<file path="src/rtl/stp_pkg.sv">
// Shared types, codes and helpers for the sphere-trace pixel block.
// Used by stp_datapath, stp_ctrl and sphere_trace_pixel; depends on nothing.
package stp_pkg;

  localparam int unsigned MAX_STEPS_DEF = 255;
  localparam int unsigned START_DEF     = 0;
  localparam int unsigned EPS_DEF       = 66;

  // configuration register indexes
  localparam logic [3:0] REG_FRAME_W = 4'd0;
  localparam logic [3:0] REG_FRAME_H = 4'd1;
  localparam logic [3:0] REG_EYE_X   = 4'd2;
  localparam logic [3:0] REG_EYE_Y   = 4'd3;
  localparam logic [3:0] REG_EYE_Z   = 4'd4;
  localparam logic [3:0] REG_FOCAL   = 4'd5;
  localparam logic [3:0] REG_RADIUS  = 4'd6;
  localparam logic [3:0] REG_FAR     = 4'd7;

  // datapath operations
  localparam logic [4:0] OP_NOP       = 5'd0;
  localparam logic [4:0] OP_LOAD_RAY  = 5'd1;
  localparam logic [4:0] OP_SQ_FIRST  = 5'd2;
  localparam logic [4:0] OP_SQ        = 5'd3;
  localparam logic [4:0] OP_ACC       = 5'd4;
  localparam logic [4:0] OP_SQRT      = 5'd5;
  localparam logic [4:0] OP_DIV_DIR   = 5'd6;
  localparam logic [4:0] OP_DIV_NRM   = 5'd7;
  localparam logic [4:0] OP_STORE_DIR = 5'd8;
  localparam logic [4:0] OP_STORE_NRM = 5'd9;
  localparam logic [4:0] OP_INIT      = 5'd10;
  localparam logic [4:0] OP_MUL       = 5'd11;
  localparam logic [4:0] OP_PT        = 5'd12;
  localparam logic [4:0] OP_STEP      = 5'd13;
  localparam logic [4:0] OP_CLAMP     = 5'd14;
  localparam logic [4:0] OP_SET_MISS  = 5'd15;
  localparam logic [4:0] OP_SET_HIT   = 5'd16;
  localparam logic [4:0] OP_Q_HI      = 5'd17;
  localparam logic [4:0] OP_Q_LO      = 5'd18;
  localparam logic [4:0] OP_SAVE_HI   = 5'd19;
  localparam logic [4:0] OP_SAVE_D    = 5'd20;
  localparam logic [4:0] OP_LOAD_D    = 5'd21;
  localparam logic [4:0] OP_PUBLISH   = 5'd22;

  typedef struct packed {
    logic [4:0] op;
    logic [1:0] idx;
  } cmd_t;

  typedef struct packed {
    logic sqrt_done;
    logic div_done;
    logic near;
    logic far_reached;
    logic miss;
  } stat_t;

  typedef struct packed {
    logic [12:0]        frame_width;
    logic [12:0]        frame_height;
    logic signed [31:0] eye_x;
    logic signed [31:0] eye_y;
    logic signed [31:0] eye_z;
    logic [30:0]        focal_length;
    logic [30:0]        sphere_radius;
    logic [30:0]        far_depth;
  } cfg_t;

  typedef struct packed {
    logic               hit;
    logic [30:0]        hit_depth;
    logic signed [15:0] normal_x;
    logic signed [15:0] normal_y;
    logic signed [15:0] normal_z;
  } res_t;

  function automatic logic [31:0] mag32(input logic signed [32:0] v);
    logic [32:0] a;
    a = v[32] ? 33'(-v) : 33'(v);
    return a[31:0];
  endfunction

  function automatic logic signed [31:0] sat32(input logic signed [33:0] v);
    logic signed [31:0] r;
    if (v > 34'sd2147483647) r = 32'sh7fffffff;
    else if (v < -34'sd2147483648) r = 32'sh80000000;
    else r = v[31:0];
    return r;
  endfunction

endpackage

</file>
<file path="src/rtl/stp_ctrl.sv">
// Controller: sequences ray setup, the march loop, the miss test and the normal.
// Depends on stp_pkg; drives stp_datapath through cmd_t and reads stat_t.
module stp_ctrl #(
  parameter int unsigned MAX_MARCH_STEPS = stp_pkg::MAX_STEPS_DEF
) (
  input  logic           clk,
  input  logic           rst,
  input  logic           in_valid,
  output logic           in_ready,
  input  logic           out_free,
  input  stp_pkg::stat_t stat,
  output stp_pkg::cmd_t  cmd
);

  localparam int SW = $clog2(MAX_MARCH_STEPS + 1);
  localparam logic [SW-1:0] LAST_STEP = SW'(MAX_MARCH_STEPS - 1);

  localparam logic [3:0] ST_IDLE = 4'd0,  ST_SQ = 4'd1,    ST_ROOT = 4'd2,  ST_ROOTW = 4'd3;
  localparam logic [3:0] ST_POST = 4'd4,  ST_DIV = 4'd5,   ST_DIVW = 4'd6,  ST_DSTORE = 4'd7;
  localparam logic [3:0] ST_MINIT = 4'd8, ST_PT = 4'd9,    ST_CHK = 4'd10,  ST_MISS = 4'd11;
  localparam logic [3:0] ST_QHI = 4'd12,  ST_QLO = 4'd13,  ST_LOADD = 4'd14, ST_OUT = 4'd15;

  localparam logic [2:0] PH_RAY = 3'd0, PH_MARCH = 3'd1, PH_PNT = 3'd2;
  localparam logic [2:0] PH_HI = 3'd3,  PH_LO = 3'd4,    PH_D = 3'd5;

  logic [3:0]    state, state_next;
  logic [2:0]    sub, sub_next, ph, ph_next;
  logic [1:0]    k, k_next;
  logic [SW-1:0] step, step_next;

  assign in_ready = (state == ST_IDLE);

  always_comb begin
    state_next = state;
    sub_next   = sub;
    ph_next    = ph;
    k_next     = k;
    step_next  = step;
    cmd.op     = stp_pkg::OP_NOP;
    cmd.idx    = k;
    case (state)
      ST_IDLE: if (in_valid) begin
        cmd.op     = stp_pkg::OP_LOAD_RAY;
        ph_next    = PH_RAY;
        sub_next   = '0;
        state_next = ST_SQ;
      end
      ST_SQ: begin
        cmd.idx  = sub[1:0];
        sub_next = sub + 3'd1;
        case (sub)
          3'd0: cmd.op = stp_pkg::OP_SQ_FIRST;
          3'd1, 3'd2: cmd.op = stp_pkg::OP_SQ;
          default: begin
            cmd.op     = stp_pkg::OP_ACC;
            cmd.idx    = 2'd0;
            state_next = ST_ROOT;
          end
        endcase
      end
      ST_ROOT: begin
        cmd.op     = stp_pkg::OP_SQRT;
        state_next = ST_ROOTW;
      end
      ST_ROOTW: if (stat.sqrt_done) state_next = ST_POST;
      ST_POST: begin
        case (ph)
          PH_MARCH: begin
            cmd.op     = stp_pkg::OP_STEP;
            state_next = stat.near ? ST_MISS : ST_CHK;
          end
          PH_HI: begin
            cmd.op     = stp_pkg::OP_SAVE_HI;
            state_next = ST_QLO;
          end
          PH_LO: begin
            cmd.op = stp_pkg::OP_SAVE_D;
            if (k == 2'd2) state_next = ST_LOADD;
            else begin
              k_next     = k + 2'd1;
              state_next = ST_QHI;
            end
          end
          default: begin
            k_next     = '0;
            state_next = ST_DIV;
          end
        endcase
      end
      ST_DIV: begin
        cmd.op     = (ph == PH_RAY) ? stp_pkg::OP_DIV_DIR : stp_pkg::OP_DIV_NRM;
        state_next = ST_DIVW;
      end
      ST_DIVW: if (stat.div_done) state_next = ST_DSTORE;
      ST_DSTORE: begin
        cmd.op = (ph == PH_RAY) ? stp_pkg::OP_STORE_DIR : stp_pkg::OP_STORE_NRM;
        if (k == 2'd2) state_next = (ph == PH_RAY) ? ST_MINIT : ST_OUT;
        else begin
          k_next     = k + 2'd1;
          state_next = ST_DIV;
        end
      end
      ST_MINIT: begin
        cmd.op     = stp_pkg::OP_INIT;
        step_next  = '0;
        ph_next    = PH_MARCH;
        sub_next   = '0;
        state_next = ST_PT;
      end
      ST_PT: begin
        cmd.op   = sub[0] ? stp_pkg::OP_PT : stp_pkg::OP_MUL;
        cmd.idx  = sub[2:1];
        sub_next = sub + 3'd1;
        if (sub == 3'd5) begin
          sub_next = '0;
          if (ph == PH_PNT) begin
            k_next     = '0;
            state_next = ST_QHI;
          end else begin
            state_next = ST_SQ;
          end
        end
      end
      ST_CHK: begin
        if (stat.far_reached || step == LAST_STEP) begin
          cmd.op     = stp_pkg::OP_CLAMP;
          state_next = ST_MISS;
        end else begin
          step_next  = step + 1'b1;
          sub_next   = '0;
          state_next = ST_PT;
        end
      end
      ST_MISS: begin
        if (stat.miss) begin
          cmd.op     = stp_pkg::OP_SET_MISS;
          state_next = ST_OUT;
        end else begin
          cmd.op     = stp_pkg::OP_SET_HIT;
          ph_next    = PH_PNT;
          sub_next   = '0;
          state_next = ST_PT;
        end
      end
      ST_QHI: begin
        cmd.op     = stp_pkg::OP_Q_HI;
        ph_next    = PH_HI;
        sub_next   = '0;
        state_next = ST_SQ;
      end
      ST_QLO: begin
        cmd.op     = stp_pkg::OP_Q_LO;
        ph_next    = PH_LO;
        sub_next   = '0;
        state_next = ST_SQ;
      end
      ST_LOADD: begin
        cmd.op     = stp_pkg::OP_LOAD_D;
        ph_next    = PH_D;
        sub_next   = '0;
        state_next = ST_SQ;
      end
      ST_OUT: if (out_free) begin
        cmd.op     = stp_pkg::OP_PUBLISH;
        state_next = ST_IDLE;
      end
      default: state_next = ST_IDLE;
    endcase
  end

  always_ff @(posedge clk) begin
    if (rst) begin
      state <= ST_IDLE;
      sub   <= '0;
      ph    <= PH_RAY;
      k     <= '0;
      step  <= '0;
    end else begin
      state <= state_next;
      sub   <= sub_next;
      ph    <= ph_next;
      k     <= k_next;
      step  <= step_next;
    end
  end

endmodule

</file>
<file path="config.mk">
export PLATFORM = sky130hd
export DESIGN_NAME = stp_ctrl
export DESIGN_NICKNAME = d
export VERILOG_FILES = /design/src/rtl/stp_pkg.sv /design/src/rtl/stp_ctrl.sv
export SDC_FILE = /design/constraint.sdc
export NUM_CORES = 1
export LEC_CHECK = 0
export BUFFER_PORTS_ARGS = -buffer_cell sky130_fd_sc_hd__buf_2
export CELL_PAD_IN_SITES_DETAIL_PLACEMENT = 1
export CELL_PAD_IN_SITES_GLOBAL_PLACEMENT = 2
export CORE_MARGIN = 4
export CORE_UTILIZATION = 37
export CTS_CLUSTER_DIAMETER = 200
export DETAILED_ROUTE_END_ITERATION = 16
export PLACE_DENSITY_LB_ADDON = 0.1
export SYNTH_ARGS = -nofsm -noshare
export SYNTH_HDL_FRONTEND = slang
export SYNTH_SLANG_ARGS = --single-unit
</file>
<file path="constraint.sdc">
create_clock -name clk -period 4.25 [get_ports clk]
set_input_delay 0.425 -clock clk [delete_from_list [all_inputs] [get_ports clk]]
set_output_delay 0.425 -clock clk [all_outputs]
set_load 0.01 [all_outputs]
</file>
==> flow_metrics.env <==
export IMPL_status="finished clean"
export IMPL_yosys_top_cells_count="25 x nor2_1, 21 x nand2_1, 20 x dfxtp_1"
export IMPL_worstSetupEndpointType="output pin"
export IMPL_worst_endpoint_required_ps=3830
export IMPL_die_w_um=79.9
export IMPL_synthFlopType="dfxtp_1"
export IMPL_seq_area_frac_synth=0.209
export IMPL_ys_types=68
export IMPL_hold_depth=2
export IMPL_place_area_um2=1960
export IMPL_syn_inst=256
export IMPL_slowest_delay_ps=1030
export IMPL_vdd_drop_max_mv=0.204
export IMPL_cts_sinks=20
export IMPL_final_core_util=0.417
export IMPL_layout_setup_ws_ps=1230
export IMPL_route_vias_total=1927
export IMPL_synth_top_area_share=0.209
export IMPL_pin_count=17
export IMPL_synth_edff_count=0
export IMPL_core_um2=4880
export IMPL_synthArstFlopShare=0
export IMPL_finalHoldViolCount=0
export IMPL_synth_most_common_cell="nor2_1"
export IMPL_finalSetupViolCount=0
export IMPL_cp_cell_sequence="nand2_1 -> or3_1 -> o21ai_0 -> a31oi_1 -> nand3_1 -> buf_2"
export IMPL_maxCapViolCount=0
export IMPL_stdcell_count=327
export IMPL_synth_area_per_cell_um2=7.47
export IMPL_powerDensity_nw_per_um2=453
export IMPL_cp_top_family="flip-flops"
export IMPL_wl_per_cell_um=18.3
export IMPL_ys_top_cells_by_area="dfxtp_1 21%, ha_1 5.2%, nor2_1 4.9%"
export IMPL_hold_path_class="reg2reg"
export IMPL_drtIter0Drc=118
export IMPL_cts_htree_levels=1
export IMPL_max_slew_worst_pin_slew_ps=1060
export IMPL_numPortBuffers=16
export IMPL_die_height_um=79.9
export IMPL_cp_slowest_cell="dfxtp_1"
export IMPL_slew_headroom=0.294
export IMPL_cts_max_path_buffers=2
export IMPL_route_met2_wl_um=2870
export IMPL_syn_area_um2=1910
export IMPL_first_pass_iters=4
export IMPL_holdBufCountCts=0
export IMPL_cts_tree="done"
export IMPL_grt_max_degree=34
export IMPL_finalMaxSlewViolations=0
export IMPL_start_util=0.392
export IMPL_grt_pass1_vias=1914
export IMPL_tns_ps=0
export IMPL_grt_ovfl_total=0
export IMPL_cp_depth=6
export IMPL_cts_buffers=3
export IMPL_via_per_inst=5.89
export IMPL_dp_cells=323
export IMPL_wl_met1_um=2810
export IMPL_fin_crit_sh=0.710
export IMPL_fin_nets=278
export IMPL_skew_ps=2.11
export IMPL_wl_met3_um=223
export IMPL_worst_setup_path_type="reg2out"
export IMPL_cp_max_fo=33
export IMPL_yosys_warnings=0
export IMPL_critPathBufInv=1
export IMPL_routed_wl_um=5980
export IMPL_gp_congestion=0.854
export IMPL_clock_latency_ps=270
export IMPL_cp_arrival_ps=2590
export IMPL_highest_layer="met4"
export IMPL_power_total_mw=0.921
export IMPL_reg2regPathDepth=5
export IMPL_rsz0062_at_grt="no"
export IMPL_start_kind="flip-flop"
export IMPL_cts_setup_buffers=0
export IMPL_yosysTopAreaCell="dfxtp_1"
export IMPL_leakage_nw=0.717
export IMPL_fp_dieArea_um2=6380
export IMPL_cts_resized=0
export IMPL_fin_area_um2=2030
export IMPL_clockRootBuffer="clkbuf_8"
export IMPL_timing_fmax_mhz=331
export IMPL_n_antenna_cell=0
export IMPL_drc_errors=0
export IMPL_antenna_left=0
export IMPL_dpl_hpwl_um=4480
export IMPL_period_minus_slack_ps=3020
export IMPL_path_clk_slew_ps=80
export IMPL_area_growth_pct=6.34
export IMPL_post_place_ws_ps=1580
export IMPL_grt_antenna_before_repair=0
export IMPL_whs_ps=485
export IMPL_grt_usage=0.198
export IMPL_synth_seq_cells=20
export IMPL_rows=25
export IMPL_fill_cells=640
export IMPL_synth_nets=273
export IMPL_drive_gt1_frac=0.131
export IMPL_grt_pass1_wl_um=10100
[placed cells by master (no fill, tap or decap), types with 2 or more instances in the layout]
| cell type | n |
|---|---|
| a211o_1 | 3 |
| a21oi_1 | 18 |
| a22oi_1 | 4 |
| a31o_2 | 2 |
| a31oi_1 | 2 |
| a32oi_1 | 2 |
| and3b_1 | 2 |
| buf_2 | 16 |
| buf_4 | 3 |
| clkbuf_8 | 3 |
| dfxtp_1 | 20 |
| ha_1 | 8 |
| inv_1 | 12 |
| mux2i_1 | 2 |
| nand2_1 | 21 |
| nand2b_1 | 9 |
| nand3_1 | 7 |
| nand3b_1 | 4 |
| nand4_1 | 3 |
| nor2_1 | 25 |
| nor2b_1 | 3 |
| nor3_1 | 13 |
| nor3b_1 | 3 |
| nor4b_1 | 2 |
| o211ai_1 | 5 |
| o21ai_0 | 16 |
| o22ai_1 | 2 |
| o32ai_1 | 3 |
| or2_2 | 2 |
| or3_1 | 5 |
| or4b_1 | 2 |
| xnor2_1 | 5 |
[logic make-up after synthesis]
| kind of cell | count (synthesis) | synth area share |
|---|---|---|
| AO/OA/AOI/OAI | 73 | 0.252 |
| XOR/XNOR | 6 | 0.0275 |
| adder cells (fa/ha/maj) | 8 | 0.0523 |
| buffers and inverters | 31 | 0.0948 |
| flip-flops | 20 | 0.209 |
| multiplexers | 2 | 0.0105 |
| AND/OR/NAND/NOR | 116 | 0.353 |
[sequential cells by signal (all words and copies together), names as in the netlist]
| register | count |
|---|---|
| ph | 3 |
| step | 8 |
| state | 4 |
| k | 2 |
| sub | 3 |
[final cells by class]
| type | count | area (µm²) | share of cell area |
|---|---|---|---|
| Clock buffer | 3 | 41.3 | 0.0203 |
| Clock inverter | 1 | 30.0 | 0.0148 |
| Inverter | 12 | 45.0 | 0.0221 |
| Multi-Input combinational cell | 205 | 1330 | 0.654 |
| Sequential cell | 20 | 400 | 0.197 |
| Tap cell | 67 | 83.8 | 0.0412 |
| Timing Repair Buffer | 19 | 103 | 0.0504 |
[worst min-delay path, stage by stage, from the launching register on]
cell,delay (ps)
dfxtp_1,330
nand2_1,60
a21oi_1,50
[path summary, 6_finish.rpt]
kind,from,end,slack [ps]
worst max-delay path,state[3],cmd[3],1230
worst min register to register,k[0],k[0],490
worst min-delay path,k[0],k[0],490
worst max register to register,state[3],k[0],1690
[routing by layer]
layer | global-route usage | vias up
met5 | 0 | -
met4 | 0.0422 | 0
met3 | 0.0214 | 6
met2 | 0.333 | 44
met1 | 0.271 | 931
li1 | - | 946
[where the power goes]
part / switching, mW / total [mW] / leakage [nW] / internal [mW]
Sequential: 0.0814 / 0.286 / 0.162 / 0.204
Combinational: 0.258 / 0.437 / 0.519 / 0.178
Clock: 0.0731 / 0.199 / 0.0357 / 0.126
Power figures use the tool's default switching activity.
